File: src/design/gdad_pkg.sv
package gdad_pkg;

    localparam logic [13:0] YEAR_MIN  = 14'd1;
    localparam logic [13:0] YEAR_MAX  = 14'd9999;
    localparam logic [3:0]  MONTH_JAN = 4'd1;
    localparam logic [3:0]  MONTH_FEB = 4'd2;
    localparam logic [3:0]  MONTH_DEC = 4'd12;
    localparam logic [13:0] CYCLE_400 = 14'd400;
    localparam logic [8:0]  YMOD_LAST = 9'd399;

    typedef enum logic [1:0] {
        STS_OK       = 2'd0,
        STS_BAD_DATE = 2'd1,
        STS_RANGE    = 2'd2
    } t_status;

    typedef enum logic [2:0] {
        S_IDLE,
        S_REDUCE,
        S_CHECK,
        S_WALK,
        S_OUT
    } t_state;

    typedef struct packed {
        logic load;
        logic reduce;
        logic check;
        logic walk;
    } t_cmd;

    typedef struct packed {
        logic reduce_done;
        logic invalid;
        logic walk_done;
    } t_sts;

    // ymod is the year modulo 400, lo2 the two low bits of the year
    function automatic logic is_leap(input logic [1:0] lo2, input logic [8:0] ymod);
        logic res;
        if (lo2 != 2'd0) begin
            res = 1'b0;
        end else if (ymod == 9'd100 || ymod == 9'd200 || ymod == 9'd300) begin
            res = 1'b0;
        end else begin
            res = 1'b1;
        end
        return res;
    endfunction

    function automatic logic [4:0] month_len(input logic leap, input logic [3:0] m);
        logic [4:0] res;
        case (m)
            4'd2:                      res = leap ? 5'd29 : 5'd28;
            4'd4, 4'd6, 4'd9, 4'd11:   res = 5'd30;
            default:                   res = 5'd31;
        endcase
        return res;
    endfunction

endpackage

File: src/design/gdad_ctrl.sv
module gdad_ctrl
    import gdad_pkg::*;
(
    input  logic i_clk,
    input  logic i_rst_n,
    input  logic i_in_valid,
    output logic o_in_ready,
    output logic o_out_valid,
    input  logic i_out_ready,
    input  t_sts i_sts,
    output t_cmd o_cmd
);

    t_state r_state;
    t_state n_state;

    always_ff @(posedge i_clk) begin
        if (!i_rst_n) begin
            r_state <= S_IDLE;
        end else begin
            r_state <= n_state;
        end
    end

    always_comb begin
        n_state = r_state;
        case (r_state)
            S_IDLE:   if (i_in_valid) n_state = S_REDUCE;
            S_REDUCE: if (i_sts.reduce_done) n_state = S_CHECK;
            S_CHECK:  n_state = i_sts.invalid ? S_OUT : S_WALK;
            S_WALK:   if (i_sts.walk_done) n_state = S_OUT;
            S_OUT:    if (i_out_ready) n_state = S_IDLE;
            default:  n_state = S_IDLE;
        endcase
    end

    always_comb begin
        o_in_ready   = 1'b0;
        o_out_valid  = 1'b0;
        o_cmd        = '0;
        case (r_state)
            S_IDLE: begin
                o_in_ready  = 1'b1;
                o_cmd.load  = i_in_valid;
            end
            S_REDUCE: o_cmd.reduce = 1'b1;
            S_CHECK:  o_cmd.check  = 1'b1;
            S_WALK:   o_cmd.walk   = 1'b1;
            S_OUT:    o_out_valid  = 1'b1;
            default: begin
                o_in_ready = 1'b0;
            end
        endcase
    end

endmodule

File: src/design/gdad_dpath.sv
module gdad_dpath
    import gdad_pkg::*;
(
    input  logic        i_clk,
    input  logic [13:0] i_year_in,
    input  logic [3:0]  i_month_in,
    input  logic [4:0]  i_day_in,
    input  logic [16:0] i_day_offset,
    input  t_cmd        i_cmd,
    output t_sts        o_sts,
    output logic [13:0] o_year_out,
    output logic [3:0]  o_month_out,
    output logic [4:0]  o_day_out,
    output logic [1:0]  o_status
);

    logic [13:0] r_y0;
    logic [3:0]  r_m0;
    logic [4:0]  r_d0;
    logic [13:0] r_year;
    logic [3:0]  r_month;
    logic [4:0]  r_day;
    logic [16:0] r_n;
    logic        r_back;
    logic [13:0] r_ymod;
    t_status     r_status;

    logic        leap_c;
    logic [4:0]  mlen;
    logic [5:0]  to_next;
    logic        fwd_fin;
    logic        bwd_fin;
    logic        fin;
    logic        range_err;
    logic [3:0]  prev_month;

    assign leap_c     = is_leap(r_year[1:0], r_ymod[8:0]);
    assign mlen       = month_len(leap_c, r_month);
    assign to_next    = {1'b0, mlen} - {1'b0, r_day} + 6'd1;
    assign fwd_fin    = r_n < {11'd0, to_next};
    assign bwd_fin    = r_n < {12'd0, r_day};
    assign fin        = r_back ? bwd_fin : fwd_fin;
    assign range_err  = !fin && (r_back ? (r_month <= MONTH_JAN && r_year <= YEAR_MIN)
                                        : (r_month == MONTH_DEC && r_year == YEAR_MAX));
    assign prev_month = (r_month <= MONTH_JAN) ? MONTH_DEC : r_month - 4'd1;

    assign o_sts.reduce_done = r_ymod < CYCLE_400;
    assign o_sts.invalid     = r_y0 < YEAR_MIN || r_y0 > YEAR_MAX ||
                               r_m0 < MONTH_JAN || r_m0 > MONTH_DEC ||
                               r_d0 == 5'd0 || r_d0 > mlen;
    assign o_sts.walk_done   = fin || range_err;

    always_ff @(posedge i_clk) begin
        if (i_cmd.load) begin
            r_y0     <= i_year_in;
            r_m0     <= i_month_in;
            r_d0     <= i_day_in;
            r_year   <= i_year_in;
            r_month  <= i_month_in;
            r_day    <= i_day_in;
            r_ymod   <= i_year_in;
            r_back   <= i_day_offset[16];
            r_n      <= i_day_offset[16] ? (17'd0 - i_day_offset) : i_day_offset;
            r_status <= STS_OK;
        end else if (i_cmd.reduce) begin
            if (!o_sts.reduce_done) begin
                r_ymod <= r_ymod - CYCLE_400;
            end
        end else if (i_cmd.check) begin
            r_status <= o_sts.invalid ? STS_BAD_DATE : STS_OK;
        end else if (i_cmd.walk) begin
            if (range_err) begin
                r_status <= STS_RANGE;
            end else if (fin) begin
                // last partial month
                if (r_back) begin
                    r_day <= r_day - r_n[4:0];
                end else begin
                    r_day <= r_day + r_n[4:0];
                end
                r_n <= '0;
            end else if (!r_back) begin
                r_n   <= r_n - {11'd0, to_next};
                r_day <= 5'd1;
                if (r_month == MONTH_DEC) begin
                    r_month <= MONTH_JAN;
                    r_year  <= r_year + 14'd1;
                    r_ymod  <= (r_ymod[8:0] == YMOD_LAST) ? 14'd0 : r_ymod + 14'd1;
                end else begin
                    r_month <= r_month + 4'd1;
                end
            end else begin
                r_n     <= r_n - {12'd0, r_day};
                r_month <= prev_month;
                // december never depends on the year, so the current year is fine here
                r_day   <= month_len(leap_c, prev_month);
                if (r_month <= MONTH_JAN) begin
                    r_year <= r_year - 14'd1;
                    r_ymod <= (r_ymod == 14'd0) ? {5'd0, YMOD_LAST} : r_ymod - 14'd1;
                end
            end
        end
    end

    assign o_year_out  = (r_status != STS_OK) ? r_y0 : r_year;
    assign o_month_out = (r_status != STS_OK) ? r_m0 : r_month;
    assign o_day_out   = (r_status != STS_OK) ? r_d0 : r_day;
    assign o_status    = r_status;

endmodule

File: src/design/gregorian_date_add_days.sv
// channel | direction | fields (lowest bit first)
// s_*     | in        | tdata: year_in[13:0], month_in[17:14], day_in[22:18], day_offset[39:23]
// m_*     | out       | tdata: year_out[13:0], month_out[17:14], day_out[22:18], status[24:23]
//
// one item at a time: the item is accepted, the year is reduced modulo 400 by repeated
// subtraction and the date is checked; a bad date skips the walk, else the walk steps one month
// at a time (at most about 2154 months for 65536 days) and ends with the last partial month.
// i_rst_n is synchronous, active low, and returns the controller to idle.
// a result holds on m_* until taken; no new transfer is accepted before then.
module gregorian_date_add_days_core
    import gdad_pkg::*;
(
    input  logic        i_clk,
    input  logic        i_rst_n,
    input  logic        i_s_tvalid,
    output logic        o_s_tready,
    input  logic [39:0] i_s_tdata,   // year_in, month_in, day_in, day_offset
    output logic        o_m_tvalid,
    input  logic        i_m_tready,
    output logic [31:0] o_m_tdata    // year_out, month_out, day_out, status
);

    t_cmd        cmd;
    t_sts        sts;
    logic [13:0] year_out;
    logic [3:0]  month_out;
    logic [4:0]  day_out;
    logic [1:0]  status;

    gdad_ctrl u_ctrl (
        .i_clk       (i_clk),
        .i_rst_n     (i_rst_n),
        .i_in_valid  (i_s_tvalid),
        .o_in_ready  (o_s_tready),
        .o_out_valid (o_m_tvalid),
        .i_out_ready (i_m_tready),
        .i_sts       (sts),
        .o_cmd       (cmd)
    );

    gdad_dpath u_dpath (
        .i_clk        (i_clk),
        .i_year_in    (i_s_tdata[13:0]),
        .i_month_in   (i_s_tdata[17:14]),
        .i_day_in     (i_s_tdata[22:18]),
        .i_day_offset (i_s_tdata[39:23]),
        .i_cmd        (cmd),
        .o_sts        (sts),
        .o_year_out   (year_out),
        .o_month_out  (month_out),
        .o_day_out    (day_out),
        .o_status     (status)
    );

    assign o_m_tdata = {7'd0, status, day_out, month_out, year_out};

    a_no_overlap: assert property (@(posedge i_clk) disable iff (!i_rst_n)
        !(o_s_tready && o_m_tvalid))
        else $error("input and output sides open at once");

    a_busy_after_accept: assert property (@(posedge i_clk) disable iff (!i_rst_n)
        (i_s_tvalid && o_s_tready) |=> !o_s_tready)
        else $error("ready again right after a transfer");

    a_month_ok: assert property (@(posedge i_clk) disable iff (!i_rst_n)
        (o_m_tvalid && status == STS_OK) |-> (month_out >= MONTH_JAN && month_out <= MONTH_DEC))
        else $error("month out of range on a good result");

    a_day_ok: assert property (@(posedge i_clk) disable iff (!i_rst_n)
        (o_m_tvalid && status == STS_OK) |-> (day_out != 5'd0))
        else $error("zero day on a good result");

endmodule

File: config.mk
export PLATFORM = sky130hd
export DESIGN_NAME = gregorian_date_add_days_core
export DESIGN_NICKNAME = d
export VERILOG_FILES = /design/src/design/gdad_pkg.sv /design/src/design/gdad_ctrl.sv /design/src/design/gdad_dpath.sv /design/src/design/gregorian_date_add_days.sv
export SDC_FILE = /design/constraint.sdc
export NUM_CORES = 1
export LEC_CHECK = 0
export ABC_AREA = 0
export BUFFER_PORTS_ARGS = -buffer_cell sky130_fd_sc_hd__buf_2
export CORE_UTILIZATION = 60
export DETAILED_ROUTE_END_ITERATION = 8
export PLACE_DENSITY = 0.9
export SETUP_SLACK_MARGIN = 0.2
export SYNTH_ARGS = -nofsm -noshare
export SYNTH_HDL_FRONTEND = slang
export SYNTH_SLANG_ARGS = --single-unit
File: constraint.sdc
create_clock -name i_clk -period 6.9 [get_ports i_clk]
set_input_delay 0 -clock i_clk [delete_from_list [all_inputs] [get_ports i_clk]]
set_output_delay 0 -clock i_clk [all_outputs]
set_load 0.01 [all_outputs]
==> results of run 1 <==
[per-stage QoR]
stage	utilization	instances	total power [µW]	hold slack [ps]	worst slack, ps
floorplan	-	792	2154	98.87	1042
global placement	0.6522	962	2462	193.1	1576
detailed placement	0.6522	962	2511	194.5	1405
CTS	0.6993	1002	3038	57.00	1256
global route	0.6993	1002	3271	60.82	938.0
finish	0.6993	1002	3085	43.97	1140
[critical path, delay by kind of cell, from the launching register on]
| family | cells | cell delay (ps) |
|---|---|---|
| buffers and inverters | 4 | 420 |
| DFF | 1 | 540 |
| AOI/OAI and AO/OA | 10 | 2330 |
| adders and majority gates | 5 | 1150 |
| xor gates and xnor gates | 1 | 100 |
| and+or+nand+nor | 3 | 810 |
[sequential cells by signal, summed over array words and instances (netlist names)]
signal            cells
u_dpath.r_back        1
u_dpath.r_d0          5
u_ctrl.r_state        3
u_dpath.r_ymod       14
u_dpath.r_m0          4
u_dpath.r_y0         14
u_dpath.r_day         5
u_dpath.o_status      2
u_dpath.r_year       14
u_dpath.r_month       4
u_dpath.r_n          17
[area by class of cell]
type	instances	area share
flip-flops and latches	83	0.3033
clock inverters	7	0.009478
clock buffers	9	0.02797
multi-input cells	615	0.5362
inverters	43	0.02004
repair buffers	102	0.08080
well taps	143	0.02222
[report_power, final]
part	switching [µW]	internal, µW	total [µW]
registers	252	759	1010
logic	893	682	1570
clock network	216	284	500
[layer usage]
layer  share of wire  up-vias  wire length (µm)
li1                -     3056                 -
met1            0.41     3085              8036
met2            0.49      357              9635
met3           0.087       46              1728
met4           0.021        0               411
met5               0        -                 0
[how the worst max path moves through the flow]
stage,endpoint,from,cells after the start
after floorplan,u_dpath.r_day[0]$_DFFE_PP_,u_dpath.r_ymod[4]$_DFFE_PP_,19
after global placement,u_dpath.r_ymod[0]$_DFFE_PP_,u_dpath.r_ymod[4]$_DFFE_PP_,23
after detailed placement,u_dpath.r_ymod[2]$_DFFE_PP_,u_dpath.r_ymod[4]$_DFFE_PP_,23
after CTS,u_dpath.r_ymod[2]$_DFFE_PP_,u_dpath.r_ymod[4]$_DFFE_PP_,23
after global routing,u_dpath.r_ymod[2]$_DFFE_PP_,u_dpath.r_ymod[4]$_DFFE_PP_,23
final,u_dpath.r_ymod[0]$_DFFE_PP_,u_dpath.r_ymod[4]$_DFFE_PP_,23
[cells by family after synthesis]
kind of cell | share of synthesized area
AO/OA/AOI/OAI | 0.2100
other | 0.0005240
AND/OR/NAND/NOR | 0.1799
multiplexers | 0.04720
flip-flops | 0.3413
XOR/XNOR | 0.07954
adder cells (fa/ha/maj) | 0.08112
buffers and inverters | 0.06049
[Yosys cell counts, drive strengths merged, types with 10 or more instances]
master | instances | area share
a21oi | 48 | 0.037
a31oi | 10 | 0.011
buf | 30 | 0.027
clkbuf | 21 | 0.011
edfxtp | 78 | 0.33
ha | 40 | 0.070
inv | 43 | 0.023
mux2 | 22 | 0.035
nand2 | 70 | 0.037
nand3 | 17 | 0.012
nand4 | 11 | 0.0096
nor2 | 55 | 0.029
nor3 | 21 | 0.015
nor4 | 15 | 0.019
o21a | 14 | 0.015
o21ai | 54 | 0.038
o22ai | 14 | 0.012
o31ai | 12 | 0.013
xnor2 | 48 | 0.059
xor2 | 17 | 0.021
[what timing repair did]
item,in CTS,in global routing
hold endpoints to repair,29,0
resized for setup,0,0
buffers inserted,0,0
hold buffers,24,0
setup endpoints to repair,0,0
==> results.toml, run 1 <==
[grt]
grt_pass1_wl_um = 31830
grt_overflow_total = 0
antenna_found_initial = 0
grt.total_usage = 0.3246
grt.busiest_layer = "met2"
grt_pass1_vias = 6251
met3_usage = 0.04593
grt_max_degree = 74
met2_usage = 0.5383
grt_util_met1 = 0.4309

[synth]
synthCells = 786
ys_seq_area_frac = 0.3413
yosys.cell_types.count = 78
postSynth.asyncResetShare = 0
syn_area_per_cell_um2 = 9.105
syn_area_mm2 = 0.007157
synth-edff-count = 78
yosysWarnings = 0
synthFlopType = "edfxtp_1"
synth-seq-cells = 83

[route]
wire_per_inst_um = 19.77
wirelength_um = 19810
vias = 6544
final_antenna_net_count = 0
via_per_inst = 6.531
dr.pass1.iters = 8
drcViolationCount = 6
drt-initial-drc-count = 799

[cts]
clk_latency_ps = 360
cts_made_buffers = 9
cts_tree = "done"
root_buffer = "clkbuf_16"
cts_max_path_buffers = 2
cts.htree.levels = 3
clk_pin_slew_worst_paths_ps = 70
cts.sinks = 83

[cells_and_area]
drive_above_1_share = 0.1665
seq_area_mm2 = 0.002442
final_cell_mix = "78 x edfxtp_1, 70 x nand2_1, 70 x buf_2, 54 x nor2_1"
finalInstanceArea_mm2 = 0.008053
final_net_count = 942
nFillCells = 846
area_delta_synth_final_pct = 12.52
final_common_cell = "edfxtp_1"
diodes = 0
multi_input_area_mm2 = 0.004318

[worst_setup_path]
path_max_fanout = 16
critPathLaunchType = "flop"
worstSetupPathType = "reg2reg"
cp_cell_sequence = "inv_1 -> ha_1 -> nand3_1 -> nor3_1 -> a41oi_1 -> o21ai_0 -> a21oi_1 -> o21a_1 -> ha_1 -> ha_1 -> inv_1 -> fa_1 -> inv_1 -> a21o_1 -> a21oi_1 -> xnor2_1 -> ha_1 -> inv_1 -> o21a_1 -> a31oi_4 -> a21oi_4 -> or3b_1 -> o31ai_1"
cp.required_ps = 6890
timing.rr.end = "u_dpath.r_ymod[0]$_DFFE_PP_"
cp-end-kind = "flop"
r2r-start = "u_dpath.r_ymod[4]$_DFFE_PP_"
crit_path_max_incr_delay_ps = 540
cp.arrival_ps = 5750
r2r_cells = 23
critPathSlowestCell = "edfxtp_1"
r2r_slack_ps = 1140

[timing]
fin_setup_tns_ps = 0
fmax_mhz = 173.6
setup_viol = 0
hold_viol_final = 0
tightestPinTransition_ps = 1086
rsz0062_at_grt = "false"
slew_headroom = 0.2748
worst_clock_skew_ps = 10.41
period_minus_slack_ps = 5760
finalCritPeriodShare = 0.8348
maxSlewViolCount = 0

[power]
p_per_area_mw_per_mm2 = 383.2
irDropWorstVdd_mv = 0.1966
power.leakage_uw = 0.003053

[outcome]
status = "complete, but fails checks"
violations = "DRC"

[floorplan]
ioPinCount = 78
coreArea_mm2 = 0.01152
std_cell_rows = 39
die_w_um = 111.2
start_util = 0.6215
die-area_mm2 = 0.01237
die_h_um = 111.2

[worst_hold_path]
min-delay-start = "i_s_tdata[39]"
hold_path_depth = 1
min_to = "u_dpath.r_back$_DFFE_PP_"
hp-class = "in2reg"

[placement]
portBuffers = 70
gp_congestion = 0.9661
hpwl_um = 13770
postPlaceCellArea_mm2 = 0.007511

[run]
maxCapViolations = 0
No activity file was read; power rests on OpenSTA's default activity.
==> inputs of run 2 (changes only) <==
Settings changed: ABC_AREA 0 to 1, CORE_UTILIZATION 60 to 61, PLACE_DENSITY 0.9 to 0.91.
Clock period 6.9 ns to 5.9 ns, I/O delays scaled along.
==> run 2 against run 1 <==
Against the previous run: the run now ends clean; first-iteration DRC count increased by 20%; register-to-register slack got worse by 140 ps; non-clock buffer count decreased by 1; sequential power increased by 40%; count of clock-buffer cells in the layout increased by 5; core utilization increased by 1.5 points; power increased by 73%; clock skew decreased by 5.4 ps; synthesized cell count increased by 44%; critical path depth increased by 1; final cell count increased by 38%; sequential share of layout area decreased by 2.2 points; critical endpoint is now u_dpath.r_n[4]$_DFFE_PP_.
==> results.toml, run 2 <==
[floorplan]
ioPinCount = 78
std_cell_rows = 40
coreArea_mm2 = 0.01216
die_h_um = 114.5
start_util = 0.6343
die-area_mm2 = 0.01310
die_w_um = 114.5

[grt]
grt_max_degree = 64
grt_pass1_wl_um = 34300
grt_pass1_vias = 7145
grt_overflow_total = 0
antenna_found_initial = 0
grt.total_usage = 0.3404

[synth]
synth.most_common_cell = "nand2_1"
synthTopCellsByArea = "edfxtp_1 30%, nand2_1 13%, inv_1 7.5%"
yosys.cell_types.count = 50
syn_area_mm2 = 0.007714
postSynth.asyncResetShare = 0
synth_top_area_share = 0.3036
yosysTopAreaCell = "edfxtp_1"
yosysWarnings = 0
synth-edff-count = 78
synthCells = 1130
syn_area_per_cell_um2 = 6.826
synthFlopType = "edfxtp_1"
synth-seq-cells = 83
yosys-top-cells-count = "276 x nand2_1, 154 x inv_1, 138 x nor2_1"
ys_seq_area_frac = 0.3166

[outcome]
status = "complete, no violations"

[worst_hold_path]
hold_path_depth = 3
hp-class = "in2reg"

[cts]
cts.htree.levels = 3
clk_latency_ps = 350
cts.sinks = 83
clk_pin_slew_worst_paths_ps = 60
root_buffer = "clkbuf_16"
cts_made_buffers = 9
cts-resized-gates = 0
cts_tree = "done"
cts_max_path_buffers = 2

[timing]
maxSlewViolCount = 0
fmax_mhz = 204.3
slew_headroom = 0.3996
fin_setup_tns_ps = 0
setup_viol = 0
period_minus_slack_ps = 4896
worst_clock_skew_ps = 4.984
finalCritPeriodShare = 0.8298
hold_ws_ps = 19.02
rsz0062_at_grt = "false"
hold_viol_final = 0
tightestPinTransition_ps = 899.6

[worst_setup_path]
timing.rr.end = "u_dpath.r_n[4]$_DFFE_PP_"
cp.arrival_ps = 4880
crit_path_max_incr_delay_ps = 650
r2r-start = "u_dpath.r_ymod[4]$_DFFE_PP_"
path_max_fanout = 22
startpoint = "u_dpath.r_ymod[4]$_DFFE_PP_"
r2r_cells = 24
setup.worst_path.end = "u_dpath.r_n[4]$_DFFE_PP_"
cp_common_cell = "nand2_1"
cp.required_ps = 5880
worstSetupPathType = "reg2reg"
cp-end-kind = "flop"
critPathLaunchType = "flop"
critPathSlowestCell = "inv_1"
r2r_slack_ps = 1000
cp_cell_sequence = "inv_1 -> ha_1 -> nand2_1 -> o21ai_0 -> nand3_1 -> nand2_1 -> a21oi_1 -> ha_1 -> ha_1 -> inv_1 -> fa_1 -> o21ai_0 -> a21oi_1 -> xor2_1 -> ha_1 -> nand2_1 -> inv_1 -> nand2_1 -> nand2_2 -> nand2_4 -> nand2_4 -> nand3_1 -> nand2_1 -> inv_1"

[power]
p_comb_frac = 0.632
p_sw_frac = 0.5210
sequentialPowerShare = 0.265
clockPowerShare = 0.103
p_per_area_mw_per_mm2 = 614.3
irDropWorstVdd_mv = 0.2601
p_sw_uw = 2780
p_int_uw = 2556
power.leakage_uw = 0.004106

[cells_and_area]
largest-register = "u_dpath.r_n"
largest_register_ffs = 17
final_common_cell = "nand2_1"
area_delta_synth_final_pct = 12.62
finalInstanceArea_mm2 = 0.008687
final_cell_mix = "276 x nand2_1, 154 x inv_1, 137 x nor2_1, 100 x nand3_1"
final_net_count = 1298
final_util = 0.7143
drive_above_1_share = 0.1169

[route]
via_per_inst = 5.709
final_antenna_net_count = 0
wire_per_inst_um = 15.43
vias = 7901
dr.pass1.iters = 6
drt-initial-drc-count = 955
drcViolationCount = 0
wirelength_um = 21360

[placement]
portBuffers = 70
gp_congestion = 0.9800
hpwl_um = 15600
postPlaceCellArea_mm2 = 0.008160

[run]
maxCapViolations = 0
==> run 2: cell types whose count changed after synthesis, moves of 18 or more <==
| cell | change |
|---|---|
| nor2_1 | +83 |
| nand3_1 | +83 |
| o21ai_0 | +30 |
| inv_1 | +111 |
| nand2_1 | +206 |
| xnor2_1 | -43 |
| mux2_2 | -19 |
| a21oi_1 | +18 |
==> run 2: worst max-delay path: cells and delay by family, from the launching register on <==
kind                     cells  cell delay [ps]
AO/OA/AOI/OAI                4              580
XOR/XNOR                     1              160
adder cells (fa/ha/maj)      5             1360
buffers and inverters        4              900
flip-flops                   1              510
AND/OR/NAND/NOR             10              990
==> run 2: through the flow <==
step / power [µW] / setup slack (ps) / cells
6_report: 5337 / 1004 / 1384
5_1_grt: 5794 / 616.1 / 1383
4_1_cts: 5233 / 1053 / 1383
3_5_place_dp: 4645 / 1114 / 1343
3_3_place_gp: 4545 / 1237 / 1343
2_1_floorplan: 3786 / 1616 / 1136
==> run 2: area by class of cell <==
type	count	area, µm²
clock inverter	2	10.01
multi-input combinational	855	4499
fill	970	3475
sequential	83	2442
inverter	160	605.6
antenna	1	2.502
clock buffer	14	274.0
timing repair buffer	101	643.1
tap	168	210.2
==> run 2: what timing repair did <==
action	in CTS	in global routing
hold buffers	24	0
endpoints found under the hold margin	33	0
setup buffers	0	0
==> run 2: kinds of logic after synthesis <==
kind of cell	after synthesis	share of synthesized area
mux	4	0.005677
other cells	1	0.0004862
fa+ha+maj	44	0.07526
buf+inv	198	0.1040
flops	83	0.3166
simple gates	580	0.3272
compound gates	189	0.1356
xor+xnor	31	0.03520
==> run 2: worst min path at each step <==
stage,startpoint,endpoint,slack (ps)
finish,i_s_tdata[27],u_dpath.r_n[4]$_DFFE_PP_,20
global route,i_s_tdata[34],u_dpath.r_n[11]$_DFFE_PP_,40
CTS,i_s_tdata[27],u_dpath.r_n[4]$_DFFE_PP_,20
detailed placement,i_s_tdata[7],u_dpath.r_y0[7]$_DFFE_PP_,190
global placement,i_s_tdata[6],u_dpath.r_y0[6]$_DFFE_PP_,190
floorplan,i_rst_n,u_ctrl.r_state[0]$_SDFFE_PN0P_,100
==> run 2: per-layer routing <==
layer	vias to the layer above	routed length (µm)	track usage
met3	54	2527	0.05188
met4	0	565	0.1472
met2	501	9526	0.5370
met1	3485	8737	0.4657
li1	3861	-	-
met5	-	0	0
==> run 2: power by group through the flow <==
stage	clock network, µW	logic [µW]	registers (µW)
5_1_grt	575	3780	1440
3_5_place_dp	0	3240	1400
2_1_floorplan	0	2530	1260
3_3_place_gp	0	3150	1390
4_1_cts	551	3290	1390
6_report	551	3370	1410
